**src/rtl/uvsv_pkg.sv**
```systemverilog
// Shared constants, register codes and sine coefficients for the UV-sphere vertex generator.
package uvsv_pkg;

   // Index and angle resolution.
   localparam int COUNT_BITS = 8;
   localparam int ANGLE_BITS = 16;

   // Divider geometry: dividend, quotient and the top slice loaded as first remainder.
   localparam int DIV_W = COUNT_BITS + ANGLE_BITS;
   localparam int QUO_W = ANGLE_BITS + 1;
   localparam int TOP_W = DIV_W - QUO_W;

   // Pipeline depths of the sub-units and of the whole block.
   localparam int DIV_STAGES = QUO_W;
   localparam int SIN_STAGES = 7;
   localparam int LATENCY    = 1 + DIV_STAGES + SIN_STAGES + 2;

   // Clamp limits and defaults.
   localparam int SECTOR_COUNT_FLOOR = 3;
   localparam int STACK_COUNT_FLOOR  = 2;
   localparam logic [15:0] RADIUS_ONE = 16'd256;

   // Number formats.
   localparam int MAG_W = 31;
   localparam int X_W   = 17;
   localparam int POS_W = 17;
   localparam int NRM_W = 16;

   // Configuration register indexes.
   typedef enum logic [1:0] {
      REG_RADIUS = 2'd0,
      REG_SECTOR = 2'd1,
      REG_STACK  = 2'd2
   } csr_index_type;

   // Taylor coefficients of sin(pi/2*x) in Q30.
   localparam logic [MAG_W-1:0] SC1 = 31'd1686629713;
   localparam logic [MAG_W-1:0] SC3 = 31'd693598668;
   localparam logic [MAG_W-1:0] SC5 = 31'd85569306;
   localparam logic [MAG_W-1:0] SC7 = 31'd5026995;
   localparam logic [MAG_W-1:0] SC9 = 31'd172272;
   localparam logic [MAG_W-1:0] Q30_ONE = 31'h4000_0000;

endpackage

```
**src/rtl/uvsv_divider.sv**
```systemverilog
// Pipelined restoring divider, one quotient bit per stage.
module uvsv_divider (
   input  logic                                clock,
   input  logic                                en,
   input  logic [uvsv_pkg::DIV_W-1:0]          dividend,
   input  logic [uvsv_pkg::COUNT_BITS-1:0]     divisor,
   output logic [uvsv_pkg::QUO_W-1:0]          quotient
);

   localparam int CB = uvsv_pkg::COUNT_BITS;
   localparam int QW = uvsv_pkg::QUO_W;
   localparam int NS = uvsv_pkg::DIV_STAGES;

   logic [CB-1:0] rem_ff [NS];
   logic [QW-1:0] quo_ff [NS];
   logic [QW-1:0] num_ff [NS];
   logic [CB-1:0] div_ff [NS];

   genvar k;
   generate
      for (k = 0; k < NS; k++) begin : g_stage
         logic [CB-1:0] rem_prev;
         logic [QW-1:0] quo_prev;
         logic [QW-1:0] num_prev;
         logic [CB-1:0] div_prev;
         logic [CB:0]   trial;
         logic          fits;

         // The first stage loads the top slice of the dividend as remainder.
         if (k == 0) begin : g_first
            assign rem_prev = CB'(dividend[uvsv_pkg::DIV_W-1:QW]);
            assign quo_prev = '0;
            assign num_prev = dividend[QW-1:0];
            assign div_prev = divisor;
         end else begin : g_next
            assign rem_prev = rem_ff[k-1];
            assign quo_prev = quo_ff[k-1];
            assign num_prev = num_ff[k-1];
            assign div_prev = div_ff[k-1];
         end

         // Shift in the next dividend bit and subtract where the divisor fits.
         assign trial = {rem_prev, num_prev[QW-1]};
         assign fits  = (trial >= {1'b0, div_prev});

         always_ff @(posedge clock) begin
            if (en) begin
               rem_ff[k] <= fits ? CB'(trial - {1'b0, div_prev}) : CB'(trial);
               quo_ff[k] <= {quo_prev[QW-2:0], fits};
               num_ff[k] <= {num_prev[QW-2:0], 1'b0};
               div_ff[k] <= div_prev;
            end
         end
      end
   endgenerate

   assign quotient = quo_ff[NS-1];

endmodule

```
**config.mk**
```make
export PLATFORM = sky130hd
export DESIGN_NAME = uvsv_divider
export DESIGN_NICKNAME = d
export VERILOG_FILES = /design/src/rtl/uvsv_pkg.sv /design/src/rtl/uvsv_divider.sv
export SDC_FILE = /design/constraint.sdc
export NUM_CORES = 1
export LEC_CHECK = 0
export BUFFER_PORTS_ARGS = -buffer_cell sky130_fd_sc_hd__buf_2
export CORE_UTILIZATION = 55
export CTS_CLUSTER_SIZE = 30
export DETAILED_ROUTE_END_ITERATION = 8
export PLACE_DENSITY_LB_ADDON = 0.12
export SETUP_SLACK_MARGIN = 0.2
export SYNTH_ARGS = -nofsm -noshare
export SYNTH_HDL_FRONTEND = slang
export SYNTH_SLANG_ARGS = --single-unit
export TNS_END_PERCENT = 5
```
**constraint.sdc**
```tcl
create_clock -name clock -period 3 [get_ports clock]
set_input_delay 0.6 -clock clock [delete_from_list [all_inputs] [get_ports clock]]
set_output_delay 0.6 -clock clock [all_outputs]
set_load 0.02 [all_outputs]
```
==> results.toml <==
[outcome]
status = "completed"

[layout]
drive_gt1_share_pct = 13.0
diodes = 0
final_common_cell = "edfxtp_1"
finalInstanceArea_mm2 = 0.0270
layout_common_cells = "edfxtp_1, inv_1, ha_1"
layout.nets = 1942
syn_to_final_growth_pct = 12.8

[placement]
placed_cell_area_mm2 = 0.0251
portBuffers = 50
hpwlAfterDp_um = 24400
place.gp.congestion = 0.807

[cts]
htree_levels = 2
clock_latency_ps = 610
clk_pin_slew_ps = 60
cts_buffer_depth = 3
cts_tree = "built"
postCtsSetupRepairBufs = 0
cts_buffers = 55
cts.sinks = 545
ctsHoldBuffers = 0
cts_root_buf = "clkbuf_16"
ctsResizeCount = 0

[synth]
netlist_area_mm2 = 0.0239
synth_nets = 1823
yosysTopAreaCellShare_pct = 68.4
yosys_warnings = 0
avgSynthCellArea_um2 = 14.6
yosys.area.top_type = "edfxtp_1"
ys_seq_elements = 545
synth_edf_count = 545
synthCells = 1637
yosysSeqAreaShare_pct = 68.4
async_flop_share_pct = 0
synth_cell_type_count = 55
synth_area_leaders = "edfxtp_1, ha_1, inv_1, o21ai_0, a21oi_1"
ys.flop_type = "edfxtp_1"

[route]
routed_via_density = 5.34
dr_total_vias = 12700
wl_per_cell_um = 15.4
wirelength_um = 36600
first_pass_iters = 5
drtAntennaViolNets = 0
drcViolationCount = 0
drt_iter0_drc = 686

[power_and_ir_drop]
p_per_area_mw_per_mm2 = 905
ir_drop_mv = 0.519
leakage_nw = 10.3

[die]
core_mm2 = 0.0430
dieArea_mm2 = 0.0444
num_rows = 76
initial_core_util_pct = 55.7
io_pins = 51
die_w_um = 211
dieHeight_um = 211

[sta]
rsz0062_at_grt = "no"
slew_headroom_pct = 53.5
slew_viol_final = 0
setup_violations = 0
clock_skew_ps = 27.2
layout_min_cycle_time_ps = 2450
fin_crit_sh_pct = 81.7
fmax_ghz = 0.408
tns_ps = 0
hold_viol_final = 0
tightest_slew_ps = 697

[critical_path]
endpoint_kind = "register"
worstPathMaxFanout = 11
arrival_ps = 2800
crit_type = "reg -> reg"
required_ps = 3350
start_kind = "register"

[grt]
grt_max_degree = 82
grt-ovfl-total = 0
grt_pass1_vias = 12400
grt_pass1_wl_um = 60400
antenna_found_initial = 0
grtUsageTotal_pct = 17.0

[flow_run]
max_cap_violations = 0

[min_path]
hold_path.class = "in -> reg"
## cell type report
| type | instances | area [um2] |
|---|---|---|
| multi-input combinational | 896 | 6820 |
| inverter | 182 | 683 |
| fill | 3200 | 16000 |
| clock inverter | 38 | 408 |
| clock buffer | 64 | 1450 |
| sequential | 545 | 16400 |
| timing repair buffer | 76 | 531 |
| tap | 585 | 732 |
## synth_stat cells (17+ instances only)
| cell | n |
|---|---|
| a21o_1 | 17 |
| a21oi_1 | 80 |
| and2_1 | 21 |
| edfxtp_1 | 545 |
| ha_1 | 136 |
| inv_1 | 182 |
| mux2_2 | 30 |
| nand2_1 | 105 |
| nand2b_1 | 28 |
| nor2_1 | 33 |
| nor2b_1 | 20 |
| nor3_1 | 18 |
| o21a_1 | 26 |
| o21ai_0 | 126 |
| o31ai_1 | 22 |
| xnor2_1 | 24 |
| xor2_1 | 25 |
## flip-flops by register name, summed over array words and instances, names as in the netlist
register  flops
div_ff      128
num_ff      136
quo_ff      153
rem_ff      128
## routing by layer
layer	track usage [%]	vias up	wire length, um
met1	23.8	6095	17800
met3	3.54	86	1430
met4	6.37	0	1150
met5	0	-	0
li1	-	6370	-
met2	26.3	198	16300
## cell families after synthesis
kind of cell | after synthesis | synth area share, %
adders and majority gates | 152 | 8.45
DFF | 545 | 68.4
and+or+nand+nor | 289 | 6.19
muxes | 44 | 2.00
buffers and inverters | 196 | 3.13
xor gates and xnor gates | 49 | 1.79
AOI/OAI and AO/OA | 362 | 10.1
## where the power goes
part | switching (mW) | internal, mW | total [mW]
sequential | 0.608 | 10.2 | 10.8
clock | 2.80 | 4.15 | 6.95
combinational | 3.69 | 3.00 | 6.69
## metrics by stage
| step | power (mW) | worst slack, ps | utilization (%) | std cells | hold WS [ps] |
|---|---|---|---|---|---|
| global route | 25.9 | 344 | 62.8 | 2386 | 118 |
| detailed placement | 17.6 | 77.3 | 58.5 | 2284 | 405 |
| CTS | 24.7 | 521 | 62.8 | 2386 | 114 |
| global placement | 17.4 | 128 | 58.5 | 2284 | 400 |
| finish | 24.4 | 549 | 62.8 | 2386 | 162 |
| floorplan | 15.9 | 375 | - | 1637 | 400 |
## final timing paths
| path | slack (ps) | startpoint | end | cells after the start |
|---|---|---|---|---|
| setup reg to reg | 550 | rem_ff[0][77]$_DFFE_PP_ | rem_ff[0][87]$_DFFE_PP_ | 6 |
| hold reg to reg | 410 | quo_ff[9][7]$_DFFE_PP_ | quo_ff[10][8]$_DFFE_PP_ | 0 |
| hold / removal | 160 | dividend[13] | num_ff[0][13]$_DFFE_PP_ | 1 |
| setup / recovery | 550 | rem_ff[0][77]$_DFFE_PP_ | rem_ff[0][87]$_DFFE_PP_ | 6 |
## worst max-delay path, cell delays in order, from the launching register on
cell and delay, ps:
edfxtp_1 410, ha_1 380, a21oi_1 210, o21ai_0 160, a221oi_2 660, inv_1 150
o22a_1 230
(Power assumes the default switching activity.)
